<file path="config.mk">
export PLATFORM = sky130hd
export DESIGN_NAME = contrast_stretch_threshold
export DESIGN_NICKNAME = d
export VERILOG_FILES = /design/src/sv/cst_pkg.sv /design/src/sv/cst_seg.sv /design/src/sv/cst_mul.sv /design/src/sv/cst_div.sv /design/src/sv/cst_out.sv /design/src/sv/contrast_stretch_threshold.sv
export SDC_FILE = /design/constraint.sdc
export NUM_CORES = 1
export LEC_CHECK = 0
export ABC_AREA = 1
export BUFFER_PORTS_ARGS = -buffer_cell sky130_fd_sc_hd__buf_4
export CAP_MARGIN = 20
export CORE_ASPECT_RATIO = 1.75
export CORE_MARGIN = 1
export CORE_UTILIZATION = 40
export CTS_CLUSTER_DIAMETER = 80
export CTS_CLUSTER_SIZE = 24
export DETAILED_ROUTE_END_ITERATION = 6
export PLACE_DENSITY_LB_ADDON = 0.15
export SLEW_MARGIN = 20
export SYNTH_ARGS = -nofsm -noshare
export SYNTH_HDL_FRONTEND = slang
export SYNTH_SLANG_ARGS = --single-unit
</file>
<file path="constraint.sdc">
create_clock -name i_clk -period 5.8 [get_ports i_clk]
set_input_delay 0.58 -clock i_clk [delete_from_list [all_inputs] [get_ports i_clk]]
set_output_delay 0.58 -clock i_clk [all_outputs]
set_load 0.02 [all_outputs]
</file>
<file path="src/sv/cst_pkg.sv">
// cst_pkg: shared types, constants and the divider step for the contrast stretch block
// no dependencies; used by every module of the block

package cst_pkg;

    localparam int PIXEL_BITS = 8;
    localparam int PROD_BITS  = 2 * PIXEL_BITS;
    localparam int CFG_IDX_BITS = 3;

    localparam logic [PIXEL_BITS-1:0] LEVEL_TOP = '1;

    localparam logic [CFG_IDX_BITS-1:0] CFG_KNEE_IN_LOW   = 3'd0;
    localparam logic [CFG_IDX_BITS-1:0] CFG_KNEE_OUT_LOW  = 3'd1;
    localparam logic [CFG_IDX_BITS-1:0] CFG_KNEE_IN_HIGH  = 3'd2;
    localparam logic [CFG_IDX_BITS-1:0] CFG_KNEE_OUT_HIGH = 3'd3;
    localparam logic [CFG_IDX_BITS-1:0] CFG_THRESHOLD     = 3'd4;
    localparam logic [CFG_IDX_BITS-1:0] CFG_MAX_LEVEL     = 3'd5;

    localparam logic [1:0] SEG_LOW  = 2'd0;
    localparam logic [1:0] SEG_MID  = 2'd1;
    localparam logic [1:0] SEG_HIGH = 2'd2;

    localparam int DIV_STAGES = 4;
    localparam int DIV_STEPS_PER_STAGE = PIXEL_BITS / DIV_STAGES;

    typedef struct packed {
        logic [PIXEL_BITS-1:0] pixel_level;
        logic                  last_pixel;
    } t_in;

    typedef struct packed {
        logic [PIXEL_BITS-1:0] stretched_level;
        logic [PIXEL_BITS-1:0] binary_level;
        logic [1:0]            segment_used;
        logic                  last_pixel_out;
    } t_out;

    typedef struct packed {
        logic [PIXEL_BITS-1:0] knee_in_low;
        logic [PIXEL_BITS-1:0] knee_out_low;
        logic [PIXEL_BITS-1:0] knee_in_high;
        logic [PIXEL_BITS-1:0] knee_out_high;
        logic [PIXEL_BITS-1:0] binary_threshold;
        logic [PIXEL_BITS-1:0] max_level;
    } t_cfg;

    // segment chosen; result is base +/- floor(p / d), p = a * b (+ d - 1 when rounding up)
    typedef struct packed {
        logic [1:0]            seg;
        logic                  last;
        logic [PIXEL_BITS-1:0] base;
        logic                  sub;
        logic                  rnd;
        logic [PIXEL_BITS-1:0] a;
        logic [PIXEL_BITS-1:0] b;
        logic [PIXEL_BITS-1:0] d;
    } t_sel;

    typedef struct packed {
        logic [1:0]            seg;
        logic                  last;
        logic [PIXEL_BITS-1:0] base;
        logic                  sub;
        logic [PROD_BITS-1:0]  p;
        logic [PIXEL_BITS-1:0] d;
    } t_num;

    // rem holds the partial remainder, quo the unused dividend bits then the quotient
    typedef struct packed {
        logic [1:0]            seg;
        logic                  last;
        logic [PIXEL_BITS-1:0] base;
        logic                  sub;
        logic [PIXEL_BITS-1:0] rem;
        logic [PIXEL_BITS-1:0] quo;
        logic [PIXEL_BITS-1:0] d;
    } t_div;

    // one restoring division step
    function automatic t_div div_step(t_div x);
        t_div                y;
        logic [PIXEL_BITS:0] t;
        logic [PIXEL_BITS:0] diff;
        logic                ge;
        y    = x;
        t    = {x.rem, x.quo[PIXEL_BITS-1]};
        diff = t - {1'b0, x.d};
        ge   = (t >= {1'b0, x.d});
        y.rem = ge ? diff[PIXEL_BITS-1:0] : t[PIXEL_BITS-1:0];
        y.quo = {x.quo[PIXEL_BITS-2:0], ge};
        return y;
    endfunction

endpackage

</file>
<file path="src/sv/cst_seg.sv">
// cst_seg: first stage, picks the curve segment and sets up operands for the division
// depends on cst_pkg

module cst_seg (
    input  logic              i_clk,
    input  logic              i_rst_n,
    input  cst_pkg::t_cfg     i_cfg,
    input  logic              i_valid,
    output logic              o_ready,
    input  cst_pkg::t_in      i_item,
    output logic              o_valid,
    input  logic              i_ready,
    output cst_pkg::t_sel     o_sel
);

    logic                          r_vld;
    cst_pkg::t_sel                 r_sel;
    cst_pkg::t_sel                 n_sel;
    logic [cst_pkg::PIXEL_BITS-1:0] w_v;

    assign w_v     = i_item.pixel_level;
    assign o_ready = !r_vld || i_ready;
    assign o_valid = r_vld;
    assign o_sel   = r_sel;

    always_comb begin
        n_sel      = '0;
        n_sel.last = i_item.last_pixel;
        if (w_v < i_cfg.knee_in_low) begin
            n_sel.seg  = cst_pkg::SEG_LOW;
            n_sel.base = '0;
            n_sel.sub  = 1'b0;
            n_sel.rnd  = 1'b0;
            n_sel.a    = i_cfg.knee_out_low;
            n_sel.b    = w_v;
            n_sel.d    = i_cfg.knee_in_low;
        end else if (w_v <= i_cfg.knee_in_high) begin
            n_sel.seg  = cst_pkg::SEG_MID;
            n_sel.base = i_cfg.knee_out_high;
            n_sel.b    = i_cfg.knee_in_high - w_v;
            // zero-width middle segment: b is zero, unit divisor leaves the base, knee_out_high
            if (i_cfg.knee_in_high == i_cfg.knee_in_low) begin
                n_sel.d = {{(cst_pkg::PIXEL_BITS-1){1'b0}}, 1'b1};
            end else begin
                n_sel.d = i_cfg.knee_in_high - i_cfg.knee_in_low;
            end
            if (i_cfg.knee_out_high >= i_cfg.knee_out_low) begin
                n_sel.a   = i_cfg.knee_out_high - i_cfg.knee_out_low;
                n_sel.sub = 1'b1;
                n_sel.rnd = 1'b1;
            end else begin
                n_sel.a   = i_cfg.knee_out_low - i_cfg.knee_out_high;
                n_sel.sub = 1'b0;
                n_sel.rnd = 1'b0;
            end
        end else begin
            n_sel.seg  = cst_pkg::SEG_HIGH;
            n_sel.base = cst_pkg::LEVEL_TOP;
            n_sel.sub  = 1'b1;
            n_sel.rnd  = 1'b1;
            n_sel.a    = cst_pkg::LEVEL_TOP - i_cfg.knee_out_high;
            n_sel.b    = cst_pkg::LEVEL_TOP - w_v;
            n_sel.d    = cst_pkg::LEVEL_TOP - i_cfg.knee_in_high;
        end
    end

    always_ff @(posedge i_clk) begin
        if (!i_rst_n) begin
            r_vld <= 1'b0;
        end else if (o_ready) begin
            r_vld <= i_valid;
        end
    end

    always_ff @(posedge i_clk) begin
        if (o_ready && i_valid) begin
            r_sel <= n_sel;
        end
    end

endmodule

</file>
<file path="src/sv/cst_mul.sv">
// cst_mul: product stage, forms the dividend of the chosen segment
// depends on cst_pkg

module cst_mul (
    input  logic              i_clk,
    input  logic              i_rst_n,
    input  logic              i_valid,
    output logic              o_ready,
    input  cst_pkg::t_sel     i_sel,
    output logic              o_valid,
    input  logic              i_ready,
    output cst_pkg::t_num     o_num
);

    logic                          r_vld;
    cst_pkg::t_num                 r_num;
    cst_pkg::t_num                 n_num;
    logic [cst_pkg::PROD_BITS-1:0] w_prod;
    logic [cst_pkg::PROD_BITS-1:0] w_bias;
    logic [cst_pkg::PIXEL_BITS-1:0] w_dm1;

    assign o_ready = !r_vld || i_ready;
    assign o_valid = r_vld;
    assign o_num   = r_num;

    assign w_prod = {{cst_pkg::PIXEL_BITS{1'b0}}, i_sel.a} * {{cst_pkg::PIXEL_BITS{1'b0}}, i_sel.b};
    assign w_dm1  = i_sel.d - {{(cst_pkg::PIXEL_BITS-1){1'b0}}, 1'b1};
    // rounding bias turns the floor into a ceiling for the segments that subtract the quotient from their base
    assign w_bias = i_sel.rnd ? {{cst_pkg::PIXEL_BITS{1'b0}}, w_dm1} : '0;

    always_comb begin
        n_num      = '0;
        n_num.seg  = i_sel.seg;
        n_num.last = i_sel.last;
        n_num.base = i_sel.base;
        n_num.sub  = i_sel.sub;
        n_num.p    = w_prod + w_bias;
        n_num.d    = i_sel.d;
    end

    always_ff @(posedge i_clk) begin
        if (!i_rst_n) begin
            r_vld <= 1'b0;
        end else if (o_ready) begin
            r_vld <= i_valid;
        end
    end

    always_ff @(posedge i_clk) begin
        if (o_ready && i_valid) begin
            r_num <= n_num;
        end
    end

    a_quotient_fits: assert property (@(posedge i_clk) disable iff (!i_rst_n)
        r_vld |-> (r_num.p[cst_pkg::PROD_BITS-1:cst_pkg::PIXEL_BITS] < r_num.d))
        else $error("dividend too large for an 8-bit quotient");

endmodule

</file>
<file path="src/sv/cst_div.sv">
// cst_div: pipelined restoring divider, a fixed number of quotient bits per stage
// depends on cst_pkg

module cst_div (
    input  logic              i_clk,
    input  logic              i_rst_n,
    input  logic              i_valid,
    output logic              o_ready,
    input  cst_pkg::t_num     i_num,
    output logic              o_valid,
    input  logic              i_ready,
    output cst_pkg::t_div     o_div
);

    logic [cst_pkg::DIV_STAGES-1:0] r_vld;
    cst_pkg::t_div                  r_div [cst_pkg::DIV_STAGES];
    cst_pkg::t_div                  n_div [cst_pkg::DIV_STAGES];
    cst_pkg::t_div                  w_src [cst_pkg::DIV_STAGES];
    logic [cst_pkg::DIV_STAGES-1:0] w_vin;
    logic [cst_pkg::DIV_STAGES:0]   w_rdy;
    cst_pkg::t_div                  w_entry;

    always_comb begin
        w_entry      = '0;
        w_entry.seg  = i_num.seg;
        w_entry.last = i_num.last;
        w_entry.base = i_num.base;
        w_entry.sub  = i_num.sub;
        w_entry.rem  = i_num.p[cst_pkg::PROD_BITS-1:cst_pkg::PIXEL_BITS];
        w_entry.quo  = i_num.p[cst_pkg::PIXEL_BITS-1:0];
        w_entry.d    = i_num.d;
    end

    always_comb begin
        w_rdy[cst_pkg::DIV_STAGES] = i_ready;
        for (int k = cst_pkg::DIV_STAGES - 1; k >= 0; k--) begin
            w_rdy[k] = !r_vld[k] || w_rdy[k+1];
        end
    end

    assign o_ready = w_rdy[0];
    assign o_valid = r_vld[cst_pkg::DIV_STAGES-1];
    assign o_div   = r_div[cst_pkg::DIV_STAGES-1];

    for (genvar g = 0; g < cst_pkg::DIV_STAGES; g++) begin : g_stage
        if (g == 0) begin : g_first
            assign w_src[g] = w_entry;
            assign w_vin[g] = i_valid;
        end else begin : g_next
            assign w_src[g] = r_div[g-1];
            assign w_vin[g] = r_vld[g-1];
        end

        always_comb begin
            n_div[g] = w_src[g];
            for (int s = 0; s < cst_pkg::DIV_STEPS_PER_STAGE; s++) begin
                n_div[g] = cst_pkg::div_step(n_div[g]);
            end
        end

        always_ff @(posedge i_clk) begin
            if (!i_rst_n) begin
                r_vld[g] <= 1'b0;
            end else if (w_rdy[g]) begin
                r_vld[g] <= w_vin[g];
            end
        end

        always_ff @(posedge i_clk) begin
            if (w_rdy[g] && w_vin[g]) begin
                r_div[g] <= n_div[g];
            end
        end
    end

    for (genvar g = 0; g < cst_pkg::DIV_STAGES; g++) begin : g_check
        a_rem_below_divisor: assert property (@(posedge i_clk) disable iff (!i_rst_n)
            r_vld[g] |-> (r_div[g].rem < r_div[g].d))
            else $error("partial remainder not below divisor");

        a_stall_holds: assert property (@(posedge i_clk) disable iff (!i_rst_n)
            (r_vld[g] && !w_rdy[g+1]) |=> (r_vld[g] && $stable(r_div[g])))
            else $error("stalled divider stage changed");
    end

endmodule

</file>
<file path="src/sv/cst_out.sv">
// cst_out: output stage, applies the quotient to the segment base and thresholds the level
// depends on cst_pkg

module cst_out (
    input  logic              i_clk,
    input  logic              i_rst_n,
    input  cst_pkg::t_cfg     i_cfg,
    input  logic              i_valid,
    output logic              o_ready,
    input  cst_pkg::t_div     i_div,
    output logic              o_valid,
    input  logic              i_ready,
    output cst_pkg::t_out     o_item
);

    logic                           r_vld;
    cst_pkg::t_out                  r_item;
    cst_pkg::t_out                  n_item;
    logic [cst_pkg::PIXEL_BITS-1:0] w_level;

    assign o_ready = !r_vld || i_ready;
    assign o_valid = r_vld;
    assign o_item  = r_item;

    // the quotient never carries the level outside the segment's end points
    assign w_level = i_div.sub ? (i_div.base - i_div.quo) : (i_div.base + i_div.quo);

    always_comb begin
        n_item                 = '0;
        n_item.stretched_level = w_level;
        n_item.binary_level    = (w_level <= i_cfg.binary_threshold) ? '0 : i_cfg.max_level;
        n_item.segment_used    = i_div.seg;
        n_item.last_pixel_out  = i_div.last;
    end

    always_ff @(posedge i_clk) begin
        if (!i_rst_n) begin
            r_vld <= 1'b0;
        end else if (o_ready) begin
            r_vld <= i_valid;
        end
    end

    always_ff @(posedge i_clk) begin
        if (o_ready && i_valid) begin
            r_item <= n_item;
        end
    end

endmodule

</file>
<file path="src/sv/contrast_stretch_threshold.sv">
// contrast_stretch_threshold: top level, configuration registers and the seven-stage pipeline
// depends on cst_pkg, cst_seg, cst_mul, cst_div, cst_out
//
//   channel   direction   handshake                   payload
//   in        input       i_in_valid / o_in_ready     i_in_item  (cst_pkg::t_in)
//   out       output      o_out_valid / i_out_ready   o_out_item (cst_pkg::t_out)
//   cfg       input       i_cfg_we                    i_cfg_idx, i_cfg_data
//
// one item per clock sustained while the output is not stalled; each item passes through seven registered stages
// (segment select, product, four divider stages at two quotient bits each, output register)
// every stage has its own valid bit and takes a new item while the next stage frees up,
// so an output stall only backs up as far as the first empty stage
// synchronous active-low reset clears all valid bits and loads the register defaults

module contrast_stretch_threshold (
    input  logic                                i_clk,
    input  logic                                i_rst_n,
    input  logic                                i_in_valid,
    output logic                                o_in_ready,
    input  cst_pkg::t_in                        i_in_item,
    output logic                                o_out_valid,
    input  logic                                i_out_ready,
    output cst_pkg::t_out                       o_out_item,
    input  logic                                i_cfg_we,
    input  logic [cst_pkg::CFG_IDX_BITS-1:0]    i_cfg_idx,
    input  logic [cst_pkg::PIXEL_BITS-1:0]      i_cfg_data
);

    cst_pkg::t_cfg r_cfg;
    cst_pkg::t_sel w_sel;
    cst_pkg::t_num w_num;
    cst_pkg::t_div w_div;
    logic          w_sel_vld;
    logic          w_sel_rdy;
    logic          w_num_vld;
    logic          w_num_rdy;
    logic          w_div_vld;
    logic          w_div_rdy;

    always_ff @(posedge i_clk) begin
        if (!i_rst_n) begin
            r_cfg.knee_in_low      <= '0;
            r_cfg.knee_out_low     <= '0;
            r_cfg.knee_in_high     <= cst_pkg::LEVEL_TOP;
            r_cfg.knee_out_high    <= cst_pkg::LEVEL_TOP;
            r_cfg.binary_threshold <= cst_pkg::LEVEL_TOP >> 1;
            r_cfg.max_level        <= cst_pkg::LEVEL_TOP;
        end else if (i_cfg_we) begin
            case (i_cfg_idx)
                cst_pkg::CFG_KNEE_IN_LOW:   r_cfg.knee_in_low      <= i_cfg_data;
                cst_pkg::CFG_KNEE_OUT_LOW:  r_cfg.knee_out_low     <= i_cfg_data;
                cst_pkg::CFG_KNEE_IN_HIGH:  r_cfg.knee_in_high     <= i_cfg_data;
                cst_pkg::CFG_KNEE_OUT_HIGH: r_cfg.knee_out_high    <= i_cfg_data;
                cst_pkg::CFG_THRESHOLD:     r_cfg.binary_threshold <= i_cfg_data;
                cst_pkg::CFG_MAX_LEVEL:     r_cfg.max_level        <= i_cfg_data;
                default: begin
                end
            endcase
        end
    end

    cst_seg u_seg (
        .i_clk   (i_clk),
        .i_rst_n (i_rst_n),
        .i_cfg   (r_cfg),
        .i_valid (i_in_valid),
        .o_ready (o_in_ready),
        .i_item  (i_in_item),
        .o_valid (w_sel_vld),
        .i_ready (w_sel_rdy),
        .o_sel   (w_sel)
    );

    cst_mul u_mul (
        .i_clk   (i_clk),
        .i_rst_n (i_rst_n),
        .i_valid (w_sel_vld),
        .o_ready (w_sel_rdy),
        .i_sel   (w_sel),
        .o_valid (w_num_vld),
        .i_ready (w_num_rdy),
        .o_num   (w_num)
    );

    cst_div u_div (
        .i_clk   (i_clk),
        .i_rst_n (i_rst_n),
        .i_valid (w_num_vld),
        .o_ready (w_num_rdy),
        .i_num   (w_num),
        .o_valid (w_div_vld),
        .i_ready (w_div_rdy),
        .o_div   (w_div)
    );

    cst_out u_out (
        .i_clk   (i_clk),
        .i_rst_n (i_rst_n),
        .i_cfg   (r_cfg),
        .i_valid (w_div_vld),
        .o_ready (w_div_rdy),
        .i_div   (w_div),
        .o_valid (o_out_valid),
        .i_ready (i_out_ready),
        .o_item  (o_out_item)
    );

    a_empty_output_takes_input: assert property (@(posedge i_clk) disable iff (!i_rst_n)
        !o_out_valid |-> o_in_ready)
        else $error("input blocked with an empty output stage");

endmodule
</file>
Yosys cells after proc, flatten, opt, wreduce, memory -nomap -nowiden --
Memories as Yosys holds them, arrays and structs flattened. Cells that the tools add are included.
Word-level totals: flip-flop bits (word level) 147, bits in writable memories 144, input port bits 25, logic and storage cells 121, memories 1
Memories:
- u_div.r_div | words 4, width 36, rd ports 4, clocked after Yosys merged registers in 0, write ports 4, RTL line cst_div.sv:16 | cst_pkg::t_div r_div [cst_pkg::DIV_STAGES];
Cells by class: add/subtract/negate cells 19, multipliers 1, magnitude comparators 12, equality and inequality tests 6, muxes and demuxes 23, reductions and logical operators 28
Operators with widths (count):
- 8-bit subtractor | 13
- 8-bit two-way mux | 11
- 9-bit by 8-bit greater-or-equal comparator with 1-bit output | 8
- 34-bit two-way mux | 1
- 24-bit two-way mux | 1
- 8-bit subtractor (first input constant) | 3
- 16-bit adder | 1
- 8-bit <= comparator | 2
- 8-bit by 8-bit multiplier with 16-bit output | 1
- 2-bit AND reduction | 6
- 10-bit two-way mux | 1
- 8-bit adder | 1
- 8-bit equality test | 1
- 8-bit greater-or-equal comparator | 1
- 8-bit < comparator | 1
- 1-bit two-way mux | 8
- 8-bit by 1-bit subtractor with 8-bit output (second input constant) | 1
- 1-bit logical AND | 7
- 1-bit zero test | 7
- 1-bit logical OR | 7
- 3-bit by 2-bit equality test with 1-bit output (second input constant) | 2
- 3-bit equality test (second input constant) | 2
- 3-bit by 1-bit equality test with 1-bit output (second input constant) | 1
- 3-bit zero test | 1
- 2-bit two-way mux | 1

Longest topological paths before layout --
Gate-level depths: netlist (run 1).
word-level depth 9, mapped depth 23, gate-level depth less buffers 23

Hierarchy --
From an unflattened synthesis (run 1), not the netlist that was laid out.
Unflattened totals: cells, all modules 2283, area, all modules 19363.6 µm²
Modules (own cells, without submodules):
- cst_div | times used 1, cells each 894, area an instance 8599.5 µm²
- cst_mul | times used 1, cells each 454, area an instance 3831.2 µm²
- cst_seg | times used 1, cells each 517, area an instance 3631.0 µm²
- contrast_stretch_threshold | times used 1, cells each 248, area an instance 1879.3 µm²
- cst_out | times used 1, cells each 170, area an instance 1422.6 µm²

Worst setup path before layout (run 1) --
No wires, ideal clock.
kind reg2reg, start point register u_seg.r_sel (netlist bit u_seg.o_sel[2]), end point register u_mul.r_num (netlist bit u_mul.o_num[20]) (data pin), library setup time 0.253 ns, arrival 4.195 ns, path slack 1.353 ns, cell stages (with the launch flop) 22, path buffers 0, cell sequence edfxtp_1 -> nor2_1 -> nand2_1 -> nor3_1 -> inv_1 -> nor3_1 -> o21ai_0 -> fa_1 -> inv_1 -> fa_1 -> fa_1 -> inv_1 -> fa_1 -> inv_1 -> ha_1 -> a21o_1 -> a21oi_1 -> o21ai_0 -> nand2_1 -> nand3_1 -> nand2_1 -> nand2_1
RTL lines:
- start: declaration | RTL line cst_seg.sv:17 | cst_pkg::t_sel r_sel;
- start signal: assignment | RTL line cst_seg.sv:77 | r_sel <= n_sel;
- end signal: assignment | RTL line cst_mul.sv:51 | r_num <= n_num;
- end: declaration | RTL line cst_mul.sv:16 | cst_pkg::t_num r_num;

==> results of run 1 <==
==> layout by cell type (no fill, tap or decap), types with 3 or more instances in the layout <==
master	count
nand2_1	476
inv_1	340
edfxtp_1	219
ha_1	154
a21oi_1	112
nor2_1	103
nand3_1	99
o21ai_0	64
fa_1	56
dfxtp_1	55
buf_4	49
xor2_1	48
nand4_1	32
o211ai_1	32
xnor2_1	28
clkbuf_16	16
nand2_2	11
o21ai_1	11
a21o_1	8
nor2_2	7
nand3_2	7
nor3_1	6
or2_2	6
clkbuf_1	6
inv_2	5
o21ai_2	4
o21bai_1	4
a21boi_0	3
a31oi_1	3
o31ai_1	3
o221ai_1	3
nand3b_1	3
o21a_1	3
nor2_4	3
clkinv_8	3
==> flip-flops by register name (all words and copies together), names as in the netlist <==
register       cells
u_mul.o_num       36
u_seg.o_sel       36
u_div.o_valid      1
r_cfg             48
u_div.r_vld        3
u_mul.o_valid      1
u_div.r_div      128
u_out.o_valid      1
u_seg.o_valid      1
u_out.o_item      19
==> layout make-up <==
type / instances / area (um^2) / share of cell area, %
repair buffers: 50 / 395 / 2.08
well taps: 566 / 708 / 3.72
clock buffers: 22 / 423 / 2.22
multi-input cells: 1303 / 8450 / 44.4
flip-flops and latches: 274 / 7680 / 40.3
inverters: 346 / 1300 / 6.84
clock inverters: 5 / 90.1 / 0.473
==> final timing paths <==
kind	startpoint	end	slack (ns)	cells after the start
setup / recovery	u_seg.o_sel[2]$_DFFE_PP_	u_mul.o_num[20]$_DFFE_PP_	0.92	22
setup reg to reg	u_seg.o_sel[2]$_DFFE_PP_	u_mul.o_num[20]$_DFFE_PP_	0.92	22
hold / removal	i_in_item[0]	u_seg.o_sel[34]$_DFFE_PP_	0.25	1
hold reg to reg	u_div.r_div[1][12]$_DFFE_PP_	u_div.r_div[2][14]$_DFFE_PP_	0.40	0
==> metrics by stage <==
| step | area [um^2] | instances | worst slack, ns |
|---|---|---|---|
| after floorplan | 17600 | 1964 | 1.35 |
| after global placement | 18500 | 2538 | 0.939 |
| after detailed placement | 18500 | 2538 | 0.938 |
| after CTS | 19000 | 2565 | 0.883 |
| after global routing | 19100 | 2566 | 0.494 |
| final | 19100 | 2566 | 0.918 |
==> routing by layer <==
metal / vias up / GRT usage (%)
met3: 87 / 1.47
met1: 6086 / 17.7
met5: - / 0
met4: 0 / 8.03
li1: 6473 / -
met2: 220 / 40.8
==> worst max-delay path: stages (launching register included) <==
cell	delay, ns
edfxtp_1	0.46
nor2_1	0.11
nand2_1	0.08
nor3_1	0.20
inv_1	0.09
nor3_1	0.18
a21oi_1	0.09
o21ai_0	0.14
fa_1	0.47
inv_1	0.08
fa_1	0.43
fa_1	0.49
inv_1	0.05
fa_1	0.53
inv_1	0.04
ha_1	0.34
a21o_1	0.20
a21oi_1	0.19
o21ai_0	0.17
nand2_1	0.11
nand3_1	0.07
nand2_1	0.06
nand2_1	0.05
==> where the power goes <==
group,leakage [uW],internal (uW),switching [uW]
sequential,0.00247,2430,110
clock,0.000245,580,664
combinational,0.00606,1190,1990
total,0.00878,4200,2760
==> cell families (layout without fill, tap and decap cells) <==
logic type | count (synthesis) | count (layout) | share of synthesized area (%)
multiplexers | 1 | 1 | 0.0568
flip-flops | 274 | 274 | 43.6
adder cells (fa/ha/maj) | 210 | 210 | 17.3
XOR/XNOR | 76 | 76 | 3.78
AO/OA/AOI/OAI | 257 | 257 | 8.36
buffers and inverters | 387 | 423 | 8.56
AND/OR/NAND/NOR | 759 | 759 | 18.4
==> synth_stat cells, types with 2 or more instances <==
cell | instances | share of area, %
inv_1 | 340 | 7.2
a21o_1 | 8 | 0.34
o21ai_1 | 11 | 0.31
a21oi_2 | 2 | 0.099
clkbuf_1 | 25 | 0.53
nand2_2 | 11 | 0.39
buf_2 | 5 | 0.14
o21ai_2 | 4 | 0.20
nand3_2 | 7 | 0.40
nand2_1 | 476 | 10
xor2_1 | 48 | 2.4
edfxtp_1 | 219 | 37
fa_1 | 56 | 6.4
nor2_4 | 2 | 0.13
buf_4 | 5 | 0.21
buf_6 | 3 | 0.19
a31o_2 | 2 | 0.099
nor3_1 | 6 | 0.17
nand4_1 | 32 | 1.1
o221ai_1 | 3 | 0.15
ha_1 | 154 | 11
a21oi_1 | 113 | 3.2
nand3_1 | 99 | 2.8
o21ai_0 | 64 | 1.8
nor2_2 | 6 | 0.21
nand3b_1 | 3 | 0.13
a21boi_0 | 3 | 0.13
clkbuf_2 | 3 | 0.085
o21a_1 | 3 | 0.13
a31oi_1 | 3 | 0.11
o211ai_1 | 32 | 1.4
o31ai_1 | 3 | 0.13
o21bai_1 | 4 | 0.17
nor2_1 | 105 | 2.2
inv_2 | 5 | 0.11
dfxtp_1 | 55 | 6.2
xnor2_1 | 28 | 1.4
or2_2 | 6 | 0.21
==> run metrics, run 1 <==
status complete, no violations; Via density 5.01; CTS buffer count 16; Async SR Flop Fraction 0%; WL met3 839 um; ant diodes 0; CTS Buffer Depth 3; VDD IR max 0.230 mV; type of the tightest min-delay check in -> reg; CTS tree yes; met1 WL 14.7 mm; Starting Density 40.5%; Total Power 6960 uW; first-pass GRT wire length 67.0 mm; utilization of the core after routing 43.8%; cells after synthesis 1,964; min Tclk post-route 4.88 ns; Port-buffer cells 45; GR Util All Layers 19.1%; Distinct cells, synth 48; Worst setup EP type register; num ports 46; # setup viols final 0; Initial DRC Count 638; Setup Crit Path Kind reg -> reg; FILL cells 4,322; CP startpoint kind register; Req. time, crit path 6.06 ns; post-cts repair resize count 0; clk_lat worst skew 0.52 ns; Post-synth EDFFs 219; vias in the first global route 13,095; remaining global-route overflow 0; GP Congestion 0.906; synth warn 0; Worst Path Max Fanout 5; DR top layer met4; measured slew at the worst slew-check pin 1.01 ns; RSZ-0062 raised after global routing no; WHS 0.254 ns; largest net degree at the start of global routing 43; Yosys reg bits 274; DR vias 12,866; critical path arrival 5.14 ns; Mapped Area 0.0176 mm^2; Synthesized Nets 2,199; clock sink total 274; die span in y 280 um; Max Slew Vio Count 0; Die ar. 0.0449 mm^2; post-route setup TNS 0 ns; Top FF cell, synth edfxtp_1; Post-CTS Hold Buffers 0; pwr/cell area 365 mW/mm^2; setup bufs post-CTS 0; Max-cap violations 0; Final Hold Fails 0; clk_skew 0.0315 ns; headroom to the max-slew limit 32.5%; core area 0.0435 mm^2; initial antenna violation count 0; die span in x 161 um; clock root cell clkbuf_16; share of layout cells above drive strength 1 6.25%; Nets 2,226; Avg WL per Cell 16.4 um; Seq/Total Area, Yosys 43.6%; P&R area growth vs syn 8.13%; Achievable Freq 0.205 GHz; Post-Route WL 42.1 mm; num rows 101; first drt pass iteration count 7; met2 WL 24.8 mm; leakage power 0.00878 uW; Final period util 84.2%; CTS clk-pin slew, worst paths 0.09 ns; post-DP HPWL 34.1 mm; Post-DRT Antenna Nets 0; DRC Markers 0; H-tree levels 1; Syn Area/Cell 8.97 um^2
Note: power is estimated with default switching activity, not from simulation.
==> inputs of run 2 (changes only) <==
==> constraint.sdc (replaced) <==
create_clock -name i_clk -period 5.05 [get_ports i_clk]
set_input_delay 0.505 -clock i_clk [delete_from_list [all_inputs] [get_ports i_clk]]
set_output_delay 0.505 -clock i_clk [all_outputs]
set_load 0.02 [all_outputs]
==> run 2 against run 1 <==
Setup slack lost 0.55 ns. Clock skew is essentially flat. Global-route usage is essentially flat. Critical endpoint is now u_mul.o_num[21]$_DFFE_PP_. Largest cell class unchanged. Highest routed layer unchanged.
==> run metrics, run 2 (same netlist as run 1, synthesis figures left out) <==
share of layout cells above drive strength 1 6.54%; commonest non-fill, non-tap cell in the layout nand2_1; Max Slew Vio Count 0; CTS clk-pin slew, worst paths 0.09 ns; die span in y 280 um; cell depth of the worst min-delay path 1; P&R area growth vs syn 8.19%; Setup Crit Path Kind reg -> reg; Nets 2,228; remaining global-route overflow 0; critical path arrival 4.93 ns; GR Util All Layers 19.1%; post-route setup TNS 0 ns; FILL cells 4,305; max FFs per register 128; first-pass GRT wire length 66.9 mm; vias in the first global route 13,069; # setup viols final 0; num rows 101; first drt pass iteration count 5; measured slew at the worst slew-check pin 1.04 ns; Final Hold Fails 0; leakage power 0.00878 uW; largest net degree at the start of global routing 43; Worst Path Max Fanout 4; status complete, no violations; headroom to the max-slew limit 30.5%; core area 0.0435 mm^2; Worst setup EP type register; CP startpoint kind register; most frequent cells in the layout nand2_1 (476), inv_1 (340), edfxtp_1 (219), ha_1 (154), a21oi_1 (110); Die ar. 0.0449 mm^2; DRC Markers 0; Port-buffer cells 45; Req. time, crit path 5.30 ns; Reg with most FFs u_div.r_div; pwr/cell area 418 mW/mm^2; Max-cap violations 0; Initial DRC Count 583; Top Registers u_div.r_div (128), r_cfg (48); DR vias 12,698; Post-DRT Antenna Nets 0; Starting Density 40.5%; Post-CTS Hold Buffers 0; clock root cell clkbuf_16; Worst R2R Path Depth 19; num ports 46; CTS tree yes; Via density 4.94; clock sink total 274; Achievable Freq 0.213 GHz; RSZ-0062 raised after global routing no; Post-Route WL 42.0 mm; Final period util 92.8%; clk_lat worst skew 0.52 ns; ant diodes 0; CTS buffer count 16; die span in x 161 um; min Tclk post-route 4.69 ns; VDD IR max 0.240 mV; CTS Buffer Depth 3; type of the tightest min-delay check in -> reg; GP Congestion 0.900; post-DP HPWL 34.2 mm; H-tree levels 1; clk_skew 0.0315 ns; utilization of the core after routing 43.8%; Avg WL per Cell 16.4 um; initial antenna violation count 0
run 2: through the flow:
stage	hold WS [ns]	cells	setup WS (ns)	total power [uW]	cell area (um^2)
2_1_floorplan	0.400	1964	0.603	5790	17600
5_1_grt	0.163	2568	0.0477	8650	19100
3_5_place_dp	0.405	2539	0.197	6640	18500
3_3_place_gp	0.401	2539	0.196	6600	18500
6_report	0.181	2568	0.365	7970	19100
4_1_cts	0.161	2566	0.139	8040	19000
run 2: critical path: stages (launching register included):
cell and delay, ns:
edfxtp_1 0.42, inv_1 0.09, ha_1 0.18, nand2_1 0.09, inv_1 0.10, a31o_2 0.14
nand3_1 0.08, fa_1 0.49, inv_1 0.06, fa_1 0.50, inv_1 0.05, fa_1 0.46
fa_1 0.54, inv_1 0.04, ha_1 0.34, a21oi_1 0.18, o21ai_1 0.17, a21oi_2 0.24
o21bai_1 0.10, xor2_1 0.14
run 2: where the power goes:
group          leakage [uW]  internal, uW  switching (uW)  total (uW)
registers           0.00247          2790             125        2910
logic               0.00608          1380            2310        3680
clock network      0.000231           616             761        1380
run 2: repair_timing:
action / CTS / global route
resized for setup: 0 / 6
setup endpoints to repair: 0 / 4
buffers inserted: 0 / 1
run 2: worst paths after layout:
path                                startpoint                            to  slack, ns
setup / recovery      u_seg.o_sel[0]$_DFFE_PP_     u_mul.o_num[21]$_DFFE_PP_       0.36
setup reg to reg      u_seg.o_sel[0]$_DFFE_PP_     u_mul.o_num[21]$_DFFE_PP_       0.36
hold / removal                    i_in_item[0]     u_seg.o_sel[34]$_DFFE_PP_       0.18
hold reg to reg   u_div.r_div[1][12]$_DFFE_PP_  u_div.r_div[2][14]$_DFFE_PP_       0.40
run 2: final cells by class:
type	instances	area (um^2)	area share [%]
multi-input cells	1303	8470	44.4
flip-flops and latches	274	7680	40.3
inverters	346	1300	6.84
well taps	566	708	3.72
clock buffers	22	423	2.22
repair buffers	52	410	2.15
clock inverters	5	67.6	0.354
run 2: routing by layer:
metal,vias to the layer above,wire length [um],track usage [%],part of all wire [%]
met1,5981,14600,17.6,35
met3,70,736,1.27,1.8
met2,163,25200,41.4,60
met4,0,1480,7.40,3.5
li1,6484,-,-,-
met5,-,0,0,0
==> inputs of run 3 (changes only) <==
==> constraint.sdc (replaced) <==
create_clock -name i_clk -period 4.52 [get_ports i_clk]
set_input_delay 0.452 -clock i_clk [delete_from_list [all_inputs] [get_ports i_clk]]
set_output_delay 0.452 -clock i_clk [all_outputs]
set_load 0.02 [all_outputs]
==> run 3 against run 2 <==
Via count is 1.7% higher. Final cell count is 1.2% higher. Combinational power is 31% higher. Sequential share of layout area is 0.78 points lower. Critical path depth is 1 higher. Critical path type unchanged. Critical endpoint unchanged. Highest routed layer unchanged.
==> run metrics, run 3 (same netlist as run 1, synthesis figures left out) <==
status complete, no violations; core area 0.0435 mm^2; # setup viols final 0; Avg WL per Cell 16.2 um; Worst setup EP type register; DRC Markers 0; CP startpoint u_seg.o_sel[1]$_DFFE_PP_; most frequent cells in the layout nand2_1 (472), inv_1 (334), edfxtp_1 (219), ha_1 (150), a21oi_1 (106); GP Congestion 0.875; first-pass GRT wire length 67.5 mm; Final period util 96.9%; Final Hold Fails 0; met1 WL 14.5 mm; Req. time, crit path 4.77 ns; RSZ-0062 raised after global routing yes; clk_lat worst skew 0.52 ns; H-tree levels 1; max FFs per register 128; Achievable Freq 0.228 GHz; share of layout cells above drive strength 1 9.24%; Port-buffer cells 45; CTS buffer count 16; num rows 101; pwr/cell area 494 mW/mm^2; DR vias 12,909; num ports 46; vias in the first global route 13,446; clock sink total 274; first drt pass iteration count 5; Layout Cells excl Fill 2,600; VDD IR max 0.339 mV; initial antenna violation count 0; headroom to the max-slew limit 28.3%; Via density 4.97; Design Area, Final 0.0194 mm^2; Max Slew Vio Count 0; clock root cell clkbuf_16; critical path arrival 4.63 ns; Worst Path Max Fanout 4; CP startpoint kind register; dpl cells 2,563; min Tclk post-route 4.38 ns; final setup margin 0.139 ns; type of the tightest min-delay check in -> reg; Reg with most FFs u_div.r_div; CTS Buffer Depth 3; die span in x 161 um; Nets 2,260; CTS tree yes; CTS clk-pin slew, worst paths 0.09 ns; leakage power 0.00895 uW; remaining global-route overflow 0; Post-DRT Antenna Nets 0; met2 WL 24.5 mm; die span in y 280 um; Die ar. 0.0449 mm^2; DR top layer met4; FILL cells 4,327; pre-CTS WS -0.297 ns; HP Start i_in_item[0]; Max-cap violations 0; Initial DRC Count 541; commonest non-fill, non-tap cell in the layout nand2_1; Placed Instance Area 0.0187 mm^2; ant diodes 0; Post-Route WL 42.1 mm; RR Startpoint u_seg.o_sel[1]$_DFFE_PP_; P&R area growth vs syn 10.3%; GR Util All Layers 19.2%; WL met3 811 um; Top Registers u_div.r_div (128), r_cfg (48); largest net degree at the start of global routing 43; Starting Density 40.5%; post-DP HPWL 34.1 mm; measured slew at the worst slew-check pin 1.07 ns; Setup Crit Path Kind reg -> reg; clk_skew 0.0299 ns
run 3: cell type report:
cell class              instances  area [um^2]  area share [%]
clock inverters                 5         65.1           0.335
repair buffers                 84          658            3.39
clock buffers                  22          423            2.18
inverters                     346         1300            6.71
flip-flops and latches        274         7680            39.5
multi-input cells            1303         8600            44.3
well taps                     566          708            3.64
run 3: critical path: stages, from the launching register on:
cell and delay [ns]:
edfxtp_1 0.41, buf_4 0.15, inv_1 0.05, ha_2 0.18, nand2_2 0.07, inv_2 0.07, a31o_2 0.14, nand3_2 0.06
fa_1 0.49, inv_1 0.05, fa_1 0.48, inv_1 0.05, fa_2 0.53, fa_1 0.43, inv_2 0.08, ha_4 0.22
a21oi_4 0.17, o21ai_4 0.10, a21oi_4 0.16, o21bai_1 0.09, xor2_1 0.14
run 3: path summary, 6_finish.rpt:
path	to	slack [ns]	depth (start not counted)
worst max-delay path	u_mul.o_num[21]$_DFFE_PP_	0.14	20
worst min-delay path	u_seg.o_sel[34]$_DFFE_PP_	0.12	1
worst max register to register	u_mul.o_num[21]$_DFFE_PP_	0.14	20
worst min register to register	u_div.r_div[2][35]$_DFFE_PP_	0.40	0
run 3: metal layers:
layer	GRT usage, %	vias to the layer above
met5	0	-
met4	10.2	0
met3	1.50	102
met2	40.4	159
met1	17.6	6102
li1	-	6546
run 3: through the flow:
step                hold slack, ns  setup TNS [ns]  util, %  total power [uW]
floorplan                    0.400               0        -              6470
detailed placement           0.405           -1.49     43.0              7720
finish                       0.122               0     44.7              9610
global placement             0.401           -1.35     43.0              7660
CTS                         0.0961               0     44.4              9480
global route                0.0914          -0.638     44.7             10400
run 3: report_power, final:
group	total, uW	internal (uW)	switching [uW]
registers	3240	3110	131
clock network	1540	690	853
logic	4820	1990	2830
total	9610	5790	3820
run 3: timing repair:
| item | 4_1_cts | 5_1_grt |
|---|---|---|
| setup buffers | 6 | 3 |
| resized for setup | 20 | 21 |
| setup endpoints to repair | 8 | 9 |
| hold buffers | 0 | 0 |
| pin swaps | 15 | 21 |
| cloned | 0 | 0 |
